==> src/rtl/amp_pkg.sv <==
// ----------------------------------------------------------------------------
// amp_pkg
// shared constants, widths and types of the adaptive max pool block
// ----------------------------------------------------------------------------
`timescale 1ns / 1ps

package amp_pkg;

  localparam int MAX_PLANE_HEIGHT = 256;
  localparam int MAX_PLANE_WIDTH  = 256;
  localparam int MAX_GRID_COLS    = 64;
  localparam int GRID_ROW_LIMIT   = 64;
  localparam int SAMPLE_BITS      = 16;

  // configuration register widths and indexes
  localparam int CFG_DATA_W  = 9;
  localparam int CFG_INDEX_W = 3;
  localparam logic [CFG_INDEX_W-1:0] REG_PLANE_HEIGHT = 3'd0;
  localparam logic [CFG_INDEX_W-1:0] REG_PLANE_WIDTH  = 3'd1;
  localparam logic [CFG_INDEX_W-1:0] REG_GRID_ROWS    = 3'd2;
  localparam logic [CFG_INDEX_W-1:0] REG_GRID_COLS    = 3'd3;

  // clamped sizes
  localparam int DIM_H_W = $clog2(MAX_PLANE_HEIGHT + 1);
  localparam int DIM_W_W = $clog2(MAX_PLANE_WIDTH + 1);
  localparam int GR_W    = $clog2(GRID_ROW_LIMIT + 1);
  localparam int GC_W    = $clog2(MAX_GRID_COLS + 1);

  // positions and bin indexes
  localparam int ROW_W = (MAX_PLANE_HEIGHT > 1) ? $clog2(MAX_PLANE_HEIGHT) : 1;
  localparam int COL_W = (MAX_PLANE_WIDTH > 1) ? $clog2(MAX_PLANE_WIDTH) : 1;
  localparam int PI_W  = (GRID_ROW_LIMIT > 1) ? $clog2(GRID_ROW_LIMIT) : 1;
  localparam int QI_W  = (MAX_GRID_COLS > 1) ? $clog2(MAX_GRID_COLS) : 1;
  localparam int IDX_W = (MAX_PLANE_HEIGHT * MAX_PLANE_WIDTH > 1) ?
                         $clog2(MAX_PLANE_HEIGHT * MAX_PLANE_WIDTH) : 1;

  // bound products, one spare bit for the sums
  localparam int ROW_PROD_W = $clog2(MAX_PLANE_HEIGHT * GRID_ROW_LIMIT + 1) + 1;
  localparam int COL_PROD_W = $clog2(MAX_PLANE_WIDTH * MAX_GRID_COLS + 1) + 1;

  // one stored bin entry
  typedef struct packed {
    logic signed [SAMPLE_BITS-1:0] val;
    logic [IDX_W-1:0]              idx;
  } word_t;

  localparam int WORD_W = $bits(word_t);

  // merge request sent at the end of a column segment
  typedef struct packed {
    logic            valid;
    logic [QI_W-1:0] q;
    logic [PI_W-1:0] p;
    logic            first;
    logic            emit;
    logic            ovl;
    logic            last;
    word_t           cand;
  } req_t;

endpackage

==> src/rtl/amp_merge.sv <==
// ----------------------------------------------------------------------------
// amp_merge
// read-modify-write of the bin store with forwarding, and the result register
// ----------------------------------------------------------------------------
`timescale 1ns / 1ps

module amp_merge (
  input  logic                                  clk,
  input  logic                                  rst,
  input  logic                                  accept,
  input  amp_pkg::req_t                         req,
  input  amp_pkg::word_t [1:0]                  rd_data,
  output logic                                  take,
  output logic [1:0]                            wr_en,
  output logic [amp_pkg::QI_W-1:0]              wr_addr,
  output amp_pkg::word_t [1:0]                  wr_data,
  output logic                                  out_valid,
  input  logic                                  out_ready,
  output logic signed [amp_pkg::SAMPLE_BITS-1:0] max_value,
  output logic [15:0]                           max_index,
  output logic [5:0]                            bin_row,
  output logic [5:0]                            bin_col,
  output logic                                  last_of_plane
);

  import amp_pkg::*;

  logic  s1_valid;
  req_t  s1;
  logic  s1_fwd;
  word_t s1_fwd_word;
  logic  s1_go;
  word_t base;
  word_t merged;
  logic  fwd_next;
  word_t fwd_word_next;

  // stage one moves on unless its result finds the output register full and not taken
  assign s1_go = !s1.emit || !out_valid || out_ready;
  assign take  = !s1_valid || s1_go;

  // merge with stored entry, stored one wins a tie
  always_comb begin
    if (s1_fwd) begin
      base = s1_fwd_word;
    end else begin
      base = rd_data[s1.p[0]];
    end
    if (s1.first || (s1.cand.val > base.val)) begin
      merged = s1.cand;
    end else begin
      merged = base;
    end
  end

  // lower bin row gets the merge, a starting upper bin row gets the segment
  always_comb begin
    wr_addr = s1.q;
    for (int b = 0; b < 2; b++) begin
      wr_en[b]   = s1_valid && s1_go && ((b == int'(s1.p[0])) || s1.ovl);
      wr_data[b] = (b == int'(s1.p[0])) ? merged : s1.cand;
    end
  end

  // forward a write that lands on the entry just read
  always_comb begin
    fwd_next = s1_valid && s1_go && (s1.q == req.q) && ((s1.p[0] == req.p[0]) || s1.ovl);
    if (s1.p[0] == req.p[0]) begin
      fwd_word_next = merged;
    end else begin
      fwd_word_next = s1.cand;
    end
  end

  // stage one register
  always_ff @(posedge clk) begin
    if (rst) begin
      s1_valid <= 1'b0;
    end else if (accept) begin
      s1_valid <= req.valid;
    end else if (s1_go) begin
      s1_valid <= 1'b0;
    end
    if (accept) begin
      s1          <= req;
      s1_fwd      <= fwd_next;
      s1_fwd_word <= fwd_word_next;
    end
  end

  // result register
  always_ff @(posedge clk) begin
    if (rst) begin
      out_valid <= 1'b0;
    end else if (s1_valid && s1_go && s1.emit) begin
      out_valid <= 1'b1;
    end else if (out_ready) begin
      out_valid <= 1'b0;
    end
    if (s1_valid && s1_go && s1.emit) begin
      max_value     <= merged.val;
      max_index     <= 16'(merged.idx);
      bin_row       <= 6'(s1.p);
      bin_col       <= 6'(s1.q);
      last_of_plane <= s1.last;
    end
  end

endmodule

==> config.mk <==
export PLATFORM = sky130hd
export DESIGN_NAME = amp_merge
export DESIGN_NICKNAME = d
export VERILOG_FILES = /design/src/rtl/amp_pkg.sv /design/src/rtl/amp_merge.sv
export SDC_FILE = /design/constraint.sdc
export NUM_CORES = 1
export LEC_CHECK = 0
export BUFFER_PORTS_ARGS = -buffer_cell sky130_fd_sc_hd__buf_2
export CORE_UTILIZATION = 29
export CTS_BUF_LIST = sky130_fd_sc_hd__clkbuf_8 sky130_fd_sc_hd__clkbuf_16
export DETAILED_ROUTE_END_ITERATION = 7
export SLEW_MARGIN = 20
export SYNTH_ARGS = -nofsm -noshare
export SYNTH_HDL_FRONTEND = slang
export SYNTH_SLANG_ARGS = --single-unit
==> constraint.sdc <==
create_clock -name clk -period 5.05 [get_ports clk]
set_input_delay 1.515 -clock clk [delete_from_list [all_inputs] [get_ports clk]]
set_output_delay 1.515 -clock clk [all_outputs]
set_load 0.01 [all_outputs]
==> metrics.txt <==
Comb power frac a little over a fifth; IR drop worst, VDD 0.170 mV; Cell Chain, Critical Path buf_6, mux2i_1, o21ai_1, inv_1, ha_4, nand4_1, nor4_2, buf_4, o21ai_4, a21oi_4, buf_6, nor2_4, buf_6, buf_12, mux2_4, buf_6; Worst Path Required roughly 3.5 ns; CP bufs+invs 7; post-DR vias/cell 4.46; multi-input logic area roughly 2800 um^2; Setup crit start kind input port; Register Area about 3800 um^2; CTS tree done; Layout Utilization 43.6%; Leakage 4.25 nW; violated checks negative setup slack; Pre-antenna DRT Iters 4; layout cell share with drive strength beyond 1 58.4%; top cells by count, synth 126 x edfxtp_1, 83 x mux2_2, 52 x nand2_1; Initial Utilization around 30%; Post-synth top flop edfxtp_1; nature of the critical path endpoint output port; total grt overflow 0; P_int 0.00260 W; NetSw 0.000852 W; RSZ-0062 raised after global routing yes; DRC viols 0; synthesized instance count 485; Worst path slowest cell nor4_2; Final Hold Viols 0; clock sink count 128; Yosys top cell area share 55.8%; Post-Route WL between 15 and 20 mm; gpl congestion 0.741; Final ANT Viol Nets 0; H-tree levels 4; pre-CTS setup slack -0.566 ns; TritonCTS buffer count 17; chip height 155 um; Die Footprint 24000 um^2; Max-slew headroom 32.0%; Worst path depth 16; Slew Viols, Final 0; Setup crit start rd_data[31]; syn avg cell area 14.0 um^2; CTS Root Cell clkbuf_16; first-pass GRT wire length around 27 mm; achievable frequency about 180 MHz; Synth Net Count 618; CP Capture Point wr_data[5]; run status finished with violations; Hold Buf Count CTS 0; Placed Area ~8500 um^2; Top-Level Pins between 200 and 250; First DRT Iteration DRCs between 100 and 150; number of synthesized flops with an enable pin 126; core footprint 22800 um^2; Tmin final 5.57 ns; cell with the most instances after synthesis edfxtp_1; initial antenna violation count 2; R2R setup slack a little under 0.7 ns; maxcap violations 0; GRT Total Usage about 15%; FF-to-FF End s1_fwd_word[9]$_DFFE_PP_; Row Count 55; fin nets 887; detailed-route via count about 4800; YS warnings 0; CTS clk-pin slew, worst paths 0.06 ns; synth top area cells edfxtp_1 56%, mux2_2 14%, mux2_4 6.6%; critical path type input port to output port; worst min path class flip-flop to flip-flop; Skew-Pair Late Insertion Delay approximately 0.41 ns; slew at the pin closest to its max-slew limit 1.02 ns; clock share of power 41.4%; Cell Pwr Density 347 nW/um^2; critical path arrival roughly 4 ns; Area growth syn-to-layout 46.6%; hpwl dp 12.1 mm; count of final setup violators 64; Worst Reg-to-Reg Cells 14; crit-path most repeated cell buf_6; Layout Skew between 0.008 and 0.009 ns; Die X 155 um; reg2reg start s1[36]$_DFFE_PP_; Seq pwr share 37.5%; Final period util 110%; Seq cells post-synth 128; routed wire length per instance 16.8 um; dominant cell type by area after synthesis edfxtp_1; Sw Ratio 24.7%; Cell variety after synth 36; number of global-route vias before repair 4874; mapped cell area 6780 um^2; Crit path largest cell delay roughly 0.36 ns; Seq/Total Area, Yosys between 50 and 60%; CTS max path bufs 2; Design Area, Final 9940 um^2; largest net degree at the start of global routing 74; Fillers 2128; FFs w/ async S/R, synth 0%; critical path fanouts, max 8; Worst Slack Setup Final -0.515 ns; port bufs about 240; cell family with most CP delay buffers and inverters
[worst min path at each step]
stage | from | to | slack [ns] | cells past startpoint
after floorplan | s1[37]$_DFFE_PP_ | bin_row[1]$_DFFE_PP_ | 0.40 | 0
after global placement | s1[32]$_DFFE_PP_ | last_of_plane$_DFFE_PP_ | 0.40 | 0
after detailed placement | s1[40]$_DFFE_PP_ | bin_row[4]$_DFFE_PP_ | 0.41 | 0
after CTS | s1[40]$_DFFE_PP_ | bin_row[4]$_DFFE_PP_ | 0.42 | 0
after global routing | s1[40]$_DFFE_PP_ | bin_row[4]$_DFFE_PP_ | 0.43 | 0
final | s1[40]$_DFFE_PP_ | bin_row[4]$_DFFE_PP_ | 0.42 | 0
[area by class of cell]
cell class	count	area share (%)
sequential	128	38.5
multi-input combinational	306	28.7
timing repair buffer	282	21.3
clock buffer	17	4.28
tap	313	3.94
clock inverter	15	2.58
inverter	19	0.718
antenna	1	0.0252
[metrics by stage]
stage	std cells	hold slack (ns)	power, W	TNS (ns)
3_3_place_gp	1037	0.401	0.00190	-29.39
2_1_floorplan	485	0.400	0.00167	-1.15
4_1_cts	1076	0.421	0.00348	-27.69
5_1_grt	1080	0.427	0.00360	-43.25
3_5_place_dp	1037	0.406	0.00190	-33.43
6_report	1081	0.420	0.00345	-29.56
[cells by family after synthesis]
| kind of cell | Yosys count | share of synthesized area, % |
|---|---|---|
| AO/OA/AOI/OAI | 63 | 5.24 |
| XOR/XNOR | 7 | 0.905 |
| adder cells (fa/ha/maj) | 16 | 2.95 |
| buffers and inverters | 51 | 4.25 |
| flip-flops | 128 | 56.4 |
| multiplexers | 145 | 25.2 |
| AND/OR/NAND/NOR | 75 | 5.04 |
[power groups by stage]
stage | logic (W) | clock network (W) | registers [W]
2_1_floorplan | 0.000366 | 0 | 0.00130
3_3_place_gp | 0.000582 | 0 | 0.00131
5_1_grt | 0.000782 | 0.00151 | 0.00130
3_5_place_dp | 0.000588 | 0 | 0.00132
4_1_cts | 0.000714 | 0.00147 | 0.00129
6_report | 0.000725 | 0.00143 | 0.00129
[flip-flops by register name, summed over array words and instances, names as in the netlist]
register and count:
s1 42, s1_fwd_word 32, max_index 16, max_value 16
bin_col 6, bin_row 6, wr_addr 6, last_of_plane 1
out_valid 1, s1_fwd 1, s1_valid 1
[cells in the final DEF, fill, tap and decap left out, types with 7 or more instances in the layout]
cell,instances
inv_1,19
mux2_4,48
buf_6,76
mux2i_1,29
nor2_1,7
buf_12,8
buf_4,35
o21ai_0,35
o21ai_1,11
clkbuf_16,17
buf_2,162
ha_1,12
edfxtp_1,126
mux2_2,65
nand2_1,52
[worst register-to-register path, delay by kind of cell (launching register included)]
family,cells,cell delay (ns)
AO/OA/AOI/OAI,4,0.57
adder cells (fa/ha/maj),1,0.23
buffers and inverters,5,1.28
flip-flops,1,0.35
multiplexers,2,0.69
AND/OR/NAND/NOR,2,1.01
[per-layer routing]
layer | up-vias | global-route usage (%) | share of wire, % | wire length (um)
met5 | - | 0 | 0.044 | 8
met4 | 2 | 3.11 | 0.60 | 108
met1 | 2312 | 19.2 | 45 | 8180
li1 | 2351 | - | - | -
met2 | 145 | 26.2 | 50 | 9010
met3 | 9 | 3.90 | 4.5 | 822
[timing repair]
action	CTS	global route
cloned	1	0
pin swaps	15	9
gates resized for setup	106	10
endpoints found under the setup margin	64	64
buffers inserted	6	4
endpoints found under the hold margin	0	0
Note: power is estimated with default switching activity, not from simulation.
