===== src/rtl/amp_pkg.sv =====
// ----------------------------------------------------------------------------
// amp_pkg
// shared constants, widths and types of the adaptive max pool block
// ----------------------------------------------------------------------------
`timescale 1ns / 1ps

package amp_pkg;

  localparam int MAX_PLANE_HEIGHT = 256;
  localparam int MAX_PLANE_WIDTH  = 256;
  localparam int MAX_GRID_COLS    = 64;
  localparam int GRID_ROW_LIMIT   = 64;
  localparam int SAMPLE_BITS      = 16;

  // configuration register widths and indexes
  localparam int CFG_DATA_W  = 9;
  localparam int CFG_INDEX_W = 3;
  localparam logic [CFG_INDEX_W-1:0] REG_PLANE_HEIGHT = 3'd0;
  localparam logic [CFG_INDEX_W-1:0] REG_PLANE_WIDTH  = 3'd1;
  localparam logic [CFG_INDEX_W-1:0] REG_GRID_ROWS    = 3'd2;
  localparam logic [CFG_INDEX_W-1:0] REG_GRID_COLS    = 3'd3;

  // clamped sizes
  localparam int DIM_H_W = $clog2(MAX_PLANE_HEIGHT + 1);
  localparam int DIM_W_W = $clog2(MAX_PLANE_WIDTH + 1);
  localparam int GR_W    = $clog2(GRID_ROW_LIMIT + 1);
  localparam int GC_W    = $clog2(MAX_GRID_COLS + 1);

  // positions and bin indexes
  localparam int ROW_W = (MAX_PLANE_HEIGHT > 1) ? $clog2(MAX_PLANE_HEIGHT) : 1;
  localparam int COL_W = (MAX_PLANE_WIDTH > 1) ? $clog2(MAX_PLANE_WIDTH) : 1;
  localparam int PI_W  = (GRID_ROW_LIMIT > 1) ? $clog2(GRID_ROW_LIMIT) : 1;
  localparam int QI_W  = (MAX_GRID_COLS > 1) ? $clog2(MAX_GRID_COLS) : 1;
  localparam int IDX_W = (MAX_PLANE_HEIGHT * MAX_PLANE_WIDTH > 1) ?
                         $clog2(MAX_PLANE_HEIGHT * MAX_PLANE_WIDTH) : 1;

  // bound products, one spare bit for the sums
  localparam int ROW_PROD_W = $clog2(MAX_PLANE_HEIGHT * GRID_ROW_LIMIT + 1) + 1;
  localparam int COL_PROD_W = $clog2(MAX_PLANE_WIDTH * MAX_GRID_COLS + 1) + 1;

  // one stored bin entry
  typedef struct packed {
    logic signed [SAMPLE_BITS-1:0] val;
    logic [IDX_W-1:0]              idx;
  } word_t;

  localparam int WORD_W = $bits(word_t);

  // merge request sent at the end of a column segment
  typedef struct packed {
    logic            valid;
    logic [QI_W-1:0] q;
    logic [PI_W-1:0] p;
    logic            first;
    logic            emit;
    logic            ovl;
    logic            last;
    word_t           cand;
  } req_t;

endpackage


===== src/rtl/amp_tracker.sv =====
// ----------------------------------------------------------------------------
// amp_tracker
// raster position, incremental bin bounds and per-row segment maximum
// ----------------------------------------------------------------------------
`timescale 1ns / 1ps

module amp_tracker (
  input  logic                                 clk,
  input  logic                                 rst,
  input  logic                                 restart,
  input  logic                                 advance,
  input  logic [amp_pkg::DIM_H_W-1:0]          h,
  input  logic [amp_pkg::DIM_W_W-1:0]          w,
  input  logic [amp_pkg::GR_W-1:0]             pr,
  input  logic [amp_pkg::GC_W-1:0]             qc,
  input  logic signed [amp_pkg::SAMPLE_BITS-1:0] sample,
  output amp_pkg::req_t                        req
);

  import amp_pkg::*;

  logic [ROW_W-1:0]      r;
  logic [COL_W-1:0]      c;
  logic [PI_W-1:0]       p;
  logic [QI_W-1:0]       q;
  logic [ROW_PROD_W-1:0] rp;
  logic [ROW_PROD_W-1:0] ph1;
  logic [COL_PROD_W-1:0] cq;
  logic [COL_PROD_W-1:0] qw1;
  logic [IDX_W-1:0]      pos;
  logic                  lo_first;
  logic                  fresh;
  word_t                 seg;
  logic                  seg_empty;

  logic [ROW_PROD_W-1:0] ph1_eff;
  logic [COL_PROD_W-1:0] qw1_eff;
  logic [ROW_PROD_W-1:0] row_sum;
  logic [COL_PROD_W-1:0] col_sum;
  logic                  row_end;
  logic                  row_ovl;
  logic                  seg_end;
  logic                  col_ovl;
  logic                  c_last;
  logic                  r_last;
  word_t                 here;
  word_t                 cand;

  // bounds of the live bins, loaded from the sizes after a restart
  assign ph1_eff = fresh ? ROW_PROD_W'(h) : ph1;
  assign qw1_eff = fresh ? COL_PROD_W'(w) : qw1;
  assign row_sum = rp + ROW_PROD_W'(pr);
  assign col_sum = cq + COL_PROD_W'(qc);
  assign row_end = (row_sum >= ph1_eff);
  assign row_ovl = (row_sum > ph1_eff);
  assign seg_end = (col_sum >= qw1_eff);
  assign col_ovl = (col_sum > qw1_eff);
  assign c_last  = ((DIM_W_W'(c) + DIM_W_W'(1)) == w);
  assign r_last  = ((DIM_H_W'(r) + DIM_H_W'(1)) == h);

  // running maximum of the segment, first sample wins a tie
  always_comb begin
    here.val = sample;
    here.idx = pos;
    if (seg_empty || (sample > seg.val)) begin
      cand = here;
    end else begin
      cand = seg;
    end
  end

  // merge request for the bins whose column segment closes here
  always_comb begin
    req.valid = seg_end;
    req.q     = q;
    req.p     = p;
    req.first = lo_first;
    req.emit  = row_end;
    req.ovl   = row_ovl;
    req.last  = ((GR_W'(p) + GR_W'(1)) == pr) && ((GC_W'(q) + GC_W'(1)) == qc);
    req.cand  = cand;
  end

  // position and bound counters
  always_ff @(posedge clk) begin
    if (rst || restart) begin
      r         <= '0;
      c         <= '0;
      p         <= '0;
      q         <= '0;
      rp        <= '0;
      cq        <= '0;
      pos       <= '0;
      lo_first  <= 1'b1;
      fresh     <= 1'b1;
      seg_empty <= 1'b1;
    end else if (advance) begin
      fresh <= 1'b0;
      ph1   <= ph1_eff;
      qw1   <= qw1_eff;
      // column side
      if (c_last) begin
        c   <= '0;
        cq  <= '0;
        q   <= '0;
        qw1 <= COL_PROD_W'(w);
      end else begin
        c  <= c + COL_W'(1);
        cq <= col_sum;
        if (seg_end) begin
          q   <= q + QI_W'(1);
          qw1 <= qw1_eff + COL_PROD_W'(w);
        end
      end
      // row side, once per row
      if (c_last) begin
        if (r_last) begin
          r        <= '0;
          rp       <= '0;
          p        <= '0;
          ph1      <= ROW_PROD_W'(h);
          lo_first <= 1'b1;
        end else begin
          r  <= r + ROW_W'(1);
          rp <= row_sum;
          if (row_end) begin
            p        <= p + PI_W'(1);
            ph1      <= ph1_eff + ROW_PROD_W'(h);
            lo_first <= !row_ovl;
          end else begin
            lo_first <= 1'b0;
          end
        end
      end
      // plane index
      if (c_last && r_last) begin
        pos <= '0;
      end else begin
        pos <= pos + IDX_W'(1);
      end
      // segment accumulator, shared column starts the next segment
      if (seg_end && !col_ovl) begin
        seg_empty <= 1'b1;
      end else begin
        seg_empty <= 1'b0;
      end
      if (seg_end && col_ovl) begin
        seg <= here;
      end else begin
        seg <= cand;
      end
    end
  end

endmodule


===== config.mk =====
export PLATFORM = sky130hd
export DESIGN_NAME = amp_tracker
export DESIGN_NICKNAME = d
export VERILOG_FILES = /design/src/rtl/amp_pkg.sv /design/src/rtl/amp_tracker.sv
export SDC_FILE = /design/constraint.sdc
export NUM_CORES = 1
export LEC_CHECK = 0
export BUFFER_PORTS_ARGS = -buffer_cell sky130_fd_sc_hd__buf_2
export CAP_MARGIN = 20
export CORE_MARGIN = 1.5
export CORE_UTILIZATION = 51
export CTS_CLUSTER_DIAMETER = 100
export DETAILED_ROUTE_END_ITERATION = 12
export HOLD_SLACK_MARGIN = 0.12
export PLACE_DENSITY = 0.7
export SLEW_MARGIN = 20
export SYNTH_ARGS = -nofsm -noshare
export SYNTH_HDL_FRONTEND = slang
export SYNTH_SLANG_ARGS = --single-unit

===== constraint.sdc =====
create_clock -name clk -period 11.3 [get_ports clk]
set_input_delay 0.565 -clock clk [delete_from_list [all_inputs] [get_ports clk]]
set_output_delay 0.565 -clock clk [all_outputs]
set_load 0.03 [all_outputs]

==> results of run 1 <==
==> per-stage QoR <==
stage,hold WS [ps],instances,total power (W)
final,460,1577,0.00135
after global routing,463,1576,0.00141
after CTS,453,1575,0.00136
after detailed placement,453,1543,0.000780
after global placement,443,1543,0.000776
after floorplan,436,1223,0.000722
==> synth_stat cells, drive strengths merged, types with 5 or more instances <==
cell	instances	area, um^2
nor4	10	108
and2	9	56.3
a21oi	87	439
xor2	47	412
clkbuf	29	109
o2bb2ai	8	70.1
o31ai	7	57.6
o211ai	14	105
ha	85	1060
and4	7	61.3
xnor2	47	412
a211oi	9	67.6
buf	28	160
inv	72	270
nand4	24	156
nor3	26	146
and3	19	119
a22oi	16	120
nor2b	17	106
a21o	11	82.6
o21ai	68	355
mux2	58	653
mux2i	16	160
nand3	60	300
a32o	5	50.1
nor3b	8	60.1
nand2b	9	56.3
a31oi	7	43.8
or2	6	37.5
nand2	110	423
edfxtp	64	1920
o2111ai	7	61.3
nand3b	6	45.0
dfxtp	79	1580
or3	7	43.8
nor2	85	329
o21a	8	60.1
or4	5	37.5
==> final timing paths <==
path | start | end | slack, ps | depth (start not counted)
max | cq[0] | req[48] | 5230 | 15
max reg2reg | cq[0] | qw1[7] | 5940 | 16
min reg2reg | rp[3] | rp[3] | 460 | 2
min | rp[3] | rp[3] | 460 | 2
==> layout by cell type, fill, tap and decap left out, types with 9 or more instances in the layout <==
master	instances
o211ai_1	14
xnor2_1	47
nand2_1	108
mux2i_1	16
nor2_1	83
mux2_2	56
a22oi_1	16
xor2_1	47
dfxtp_1	79
nand4_1	23
nand3_1	60
nor2b_1	17
nor3_1	24
o21ai_0	58
clkbuf_16	17
nand2b_1	9
ha_1	85
buf_2	100
and3_1	19
inv_1	71
a211oi_1	9
edfxtp_1	64
a21o_1	11
and2_1	9
a21oi_1	86
==> registers in the layout (all words and copies together), names as in the netlist <==
register   count
pos           16
cq            16
r              8
seg_empty      1
ph1           16
p              6
rp            16
lo_first       1
c              8
seg           32
fresh          1
qw1           16
q              6
==> final cells by class <==
class	count	area share, %
timing repair buffer	108	4.83
antenna	1	0.0208
tap	270	2.81
clock inverter	15	1.40
sequential	143	29.1
inverter	72	2.25
clock buffer	17	3.54
multi-input combinational	951	56.0
==> power groups by stage <==
| stage | registers, W | logic, W | clock network, W |
|---|---|---|---|
| global placement | 0.000566 | 0.000210 | 0 |
| finish | 0.000555 | 0.000217 | 0.000580 |
| floorplan | 0.000566 | 0.000156 | 0 |
| CTS | 0.000555 | 0.000215 | 0.000586 |
| global route | 0.000556 | 0.000241 | 0.000608 |
| detailed placement | 0.000567 | 0.000214 | 0 |
==> cell families after synthesis <==
family	Yosys count	share of synthesized area (%)
xor gates and xnor gates	95	7.85
muxes	74	7.55
adders and majority gates	89	10.6
and+or+nand+nor	412	19.7
buffers and inverters	129	5.01
DFF	143	32.5
AOI/OAI and AO/OA	281	16.7
==> tightest hold or removal path: cells and delay by family (launching register included) <==
family          cells  cell delay, ps
compound gates      1              50
simple gates        1              50
flops               1             310
==> layer usage <==
| metal | global-route usage (%) | vias to the layer above |
|---|---|---|
| li1 | - | 4599 |
| met1 | 34.8 | 4393 |
| met2 | 39.8 | 294 |
| met3 | 3.44 | 25 |
| met4 | 5.74 | 0 |
| met5 | 0 | - |
==> flow_summary.json, run 1 <==
{
  "status": "finished clean",
  "track_usage_pct": 24.6,
  "ctsRootBufferMaster": "clkbuf_16",
  "yosysSeqAreaShare_pct": 32.5,
  "path_cells": "ha_1 > inv_1 > fa_1 > nor2b_1 > o21ai_0 > a21boi_0 > o2111a_1 > xor2_1 > ha_1 > nand4_1 > or4_1 > nor2_1 > nor2_1 > inv_1 > buf_2",
  "drc_errors": 0,
  "grt_pass1_wl_um": 43600,
  "die_area_mm2": 0.0220,
  "cp-start-kind": "flip-flop",
  "antenna_found_initial": 0,
  "cts_setup_buffers": 0,
  "gp_congestion": 0.861,
  "grt_max_degree": 55,
  "die_w_um": 148,
  "ys_seq_elements": 143,
  "gr-total-overflow": 0,
  "final_layout_size_suffix_gt1_share_pct": 16.7,
  "multi_input_area_mm2": 0.00673,
  "top_layer": "met4",
  "post_cts_resized": 0,
  "num_rows": 52,
  "die_h_um": 148,
  "pre_cts_ws_ps": 5470,
  "wl_per_cell_um": 16.8,
  "initial_utilization_pct": 52.5,
  "insertion_delay_ps": 430,
  "postLayoutCellArea_mm2": 0.0120,
  "crit_type": "flip-flop to primary output",
  "fillers": 1813,
  "wl_met1_um": 12700,
  "worstSetupEndpointType": "primary output",
  "finalHoldViolCount": 0,
  "slowest_delay_ps": 810,
  "crit_family": "simple AND/OR/NAND/NOR gates",
  "yosysWarnings": 0,
  "synth-edff-count": 64,
  "fmax_ghz": 0.165,
  "nets": 1434,
  "fin_skew_ps": 11.6,
  "p_per_area_mw_per_mm2": 112,
  "synth_area_mm2": 0.0108,
  "numCtsBuffers": 17,
  "syn-num-nets": 1364,
  "cts_tree": "done",
  "clock_sinks": 143,
  "power_frac_comb_pct": 16.0,
  "hp-class": "flip-flop to flip-flop",
  "slowest_stage": "nor2_1",
  "leakagePower_nw": 5.04,
  "ir_worst_vdd_uv": 104,
  "fin_util_pct": 58.7,
  "power.share.clock_pct": 42.9,
  "routed-wl-met3_um": 1570,
  "async_reset_ff_share_pct": 0,
  "worstPathRequired_ps": 10740,
  "rsz0062_at_grt": "no",
  "period_minus_slack_ps": 6070,
  "firstDrtPassIters": 6,
  "cts.clk_slew.worst_paths_ps": 70,
  "first_iter_violations": 656,
  "tightest_slew_ps": 1020,
  "grt_pass1_vias": 8581,
  "design.core.area_mm2": 0.0205,
  "drtAntennaViolNets": 0,
  "vias_per_cell": 5.90,
  "maxSlewViolCount": 0,
  "synth_cells": 1223,
  "clock_path_buffers": 2,
  "ys_types": 79,
  "drv_cap": 0,
  "synthToLayoutAreaGrowth_pct": 11.6,
  "drt_wl_total_um": 26500,
  "dpl-instance-area_mm2": 0.0114,
  "power.internal_w": 0.000968,
  "max_slew_margin_pct": 32.0,
  "period_share_pct": 53.7,
  "via_count": 9311,
  "htreeDepth": 4,
  "tns_ps": 0,
  "switching_share_pct": 28.4,
  "pin_count": 101,
  "seqCellArea_mm2": 0.00350,
  "final-setup-viol-count": 0,
  "wl_met2_um": 11900,
  "crit_arrival_ps": 5510,
  "ctsHoldBuffers": 0,
  "switchingPower_w": 0.000385,
  "synth_top_flop_cell": "dfxtp_1",
  "crit_fanout": 16,
  "path_buf_inv": 3,
  "avgSynthCellArea_um2": 8.81,
  "seqPwrFrac_pct": 41.1,
  "dpl.hpwl_um": 18900,
  "worst_slack_ps": 5230,
  "port_buffers": 100
}
No activity file was read; power rests on OpenSTA's default activity.
==> run 2: changes to the inputs <==
--- a/config.mk
+++ b/config.mk
@@ -12,7 +12,7 @@
 export CTS_CLUSTER_DIAMETER = 100
 export DETAILED_ROUTE_END_ITERATION = 12
 export HOLD_SLACK_MARGIN = 0.12
-export PLACE_DENSITY = 0.7
+export PLACE_DENSITY = 0.73
 export SLEW_MARGIN = 20
 export SYNTH_ARGS = -nofsm -noshare
 export SYNTH_HDL_FRONTEND = slang
==> constraint.sdc (replaced) <==
create_clock -name clk -period 5.01 [get_ports clk]
set_input_delay 0.2505 -clock clk [delete_from_list [all_inputs] [get_ports clk]]
set_output_delay 0.2505 -clock clk [all_outputs]
set_load 0.03 [all_outputs]
==> run 2 against run 1 <==
Global-route usage fell by 0.099 points. Worst hold slack got worse by 310 ps. Via count barely moved. Non-clock buffer count rose by 6. First-iteration DRC count rose by 11%. Sequential power rose by 130%. Sequential share of layout area fell by 0.15 points. Largest power group unchanged. Critical path depth fell by 2. Highest routed layer unchanged. Count of clock-buffer cells in the layout did not move. Clock power rose by 130%. Worst setup slack got worse by 4800 ps.
==> flow_summary.json, run 2 (synthesis gave the netlist of run 1 again) <==
{
  "hold_path_startpoint": "sample[0]",
  "regMostFlops": "seg",
  "clock_sinks": 143,
  "ir_worst_vdd_uv": 253,
  "crit_type": "flip-flop to primary output",
  "final_layout_size_suffix_gt1_share_pct": 17.2,
  "ctsRootBufferMaster": "clkbuf_16",
  "fin_total_pwr_w": 0.00310,
  "firstDrtPassIters": 5,
  "dpl-instance-area_mm2": 0.0114,
  "die_area_mm2": 0.0220,
  "worst_slack_ps": 413,
  "cts_tree": "done",
  "postLayoutCellArea_mm2": 0.0121,
  "vias_per_cell": 5.88,
  "num_rows": 52,
  "port_buffers": 100,
  "cp-start-kind": "flip-flop",
  "ff2ff_setup_slack_ps": 520,
  "worstSetupEndpointType": "primary output",
  "die_h_um": 148,
  "pre_cts_ws_ps": 413,
  "synthToLayoutAreaGrowth_pct": 12.2,
  "n_antenna_cell": 0,
  "design.core.area_mm2": 0.0205,
  "track_usage_pct": 24.5,
  "hp-class": "primary input to flip-flop",
  "wl_per_cell_um": 16.7,
  "rr_startpoint": "rp[5]",
  "largest_register_ffs": 32,
  "crit_arrival_ps": 4350,
  "grt_max_degree": 55,
  "clock_path_buffers": 2,
  "tightest_slew_ps": 1000,
  "via_count": 9305,
  "period_minus_slack_ps": 4600,
  "worstHoldEndpoint": "seg[16]",
  "r2r_cells": 15,
  "r2r_end": "ph1[14]",
  "pin_count": 101,
  "first_iter_violations": 727,
  "crit_top_cell": "ha_1",
  "rsz0062_at_grt": "no",
  "antenna_found_initial": 0,
  "htreeDepth": 4,
  "slowest_stage": "nor4_1",
  "maxSlewViolCount": 0,
  "final-setup-viol-count": 0,
  "dpl.hpwl_um": 18800,
  "nets": 1440,
  "insertion_delay_ps": 440,
  "layout_common_cells": "nand2_1 (108), buf_2 (100), a21oi_1 (86)",
  "finalHoldViolCount": 0,
  "gp_congestion": 0.892,
  "crit_fanout": 15,
  "ctsHoldBuffers": 0,
  "period_share_pct": 91.8,
  "drt_wl_total_um": 26400,
  "numCtsBuffers": 17,
  "max_slew_margin_pct": 33.2,
  "drv_cap": 0,
  "p_per_area_mw_per_mm2": 257,
  "fmax_ghz": 0.218,
  "cts.clk_slew.worst_paths_ps": 70,
  "final_common_cell": "nand2_1",
  "leakagePower_nw": 5.07,
  "gr-total-overflow": 0,
  "crit_family": "simple AND/OR/NAND/NOR gates",
  "multi_input_area_mm2": 0.00673,
  "slowest_delay_ps": 510,
  "holdPathStages": 2,
  "die_w_um": 148,
  "fin_skew_ps": 11.9,
  "fillers": 1798,
  "grt_pass1_vias": 8644,
  "status": "finished clean",
  "initial_utilization_pct": 52.5,
  "seqCellArea_mm2": 0.00350,
  "tns_ps": 0,
  "grt_pass1_wl_um": 43400,
  "whs_ps": 150,
  "drtAntennaViolNets": 0,
  "worstPathRequired_ps": 4760,
  "path_cells": "ha_1 > or2_2 > a21oi_1 > nand2b_1 > nor3b_1 > xor2_1 > ha_1 > nand4_1 > nor4_1 > a211o_1 > o21ba_2 > inv_1 > buf_2",
  "path_buf_inv": 2,
  "drc_errors": 0
}
[run 2: cell count changes in the layout (fill, tap and decap cells not counted), sizes merged]
cell	before	now
clkinv	2	1
diode	1	0
buf	108	114
clkinvlp	1	3
inv	82	81
[run 2: through the flow]
step / cells / utilization (%)
after detailed placement: 1547 / 55.8
after floorplan: 1223 / -
after global routing: 1582 / 59.0
after CTS: 1579 / 58.8
final: 1582 / 59.0
after global placement: 1547 / 55.8
[run 2: cell type report]
class                      count  area share (%)
clock buffer                  17            3.52
clock inverter                15            1.58
multi-input combinational    951            55.7
timing repair buffer         114            5.11
tap                          270            2.80
sequential                   143            29.0
inverter                      72            2.27
[run 2: how the worst max path moves through the flow]
stage / start / endpoint / slack (ps) / cells after the start
after floorplan: cq[0] / seg[10] / 870 / 15
after global placement: pr[0] / ph1[14] / 540 / 19
after detailed placement: pr[0] / ph1[14] / 410 / 19
after CTS: cq[0] / req[48] / 260 / 18
after global routing: rp[0] / req[34] / 120 / 16
final: rp[5] / req[34] / 410 / 13
[run 2: timing repair]
action | CTS | global route
buffers inserted | 0 | 3
endpoints found under the setup margin | 0 | 3
resized for setup | 0 | 2
[run 2: metal layers]
metal	vias up	part of all wire, %	GRT usage (%)
li1	4608	-	-
met3	27	5.8	3.34
met4	0	1.1	7.03
met5	-	0	0
met1	4369	48	34.8
met2	301	45	38.9
[run 2: report_power, final]
part	internal (W)	switching [W]	total, W	leakage, nW
Combinational	0.000194	0.000297	0.000491	3.54
Sequential	0.00124	0.0000124	0.00125	1.23
Clock	0.000764	0.000591	0.00135	0.300
Total	0.00220	0.000900	0.00310	5.07
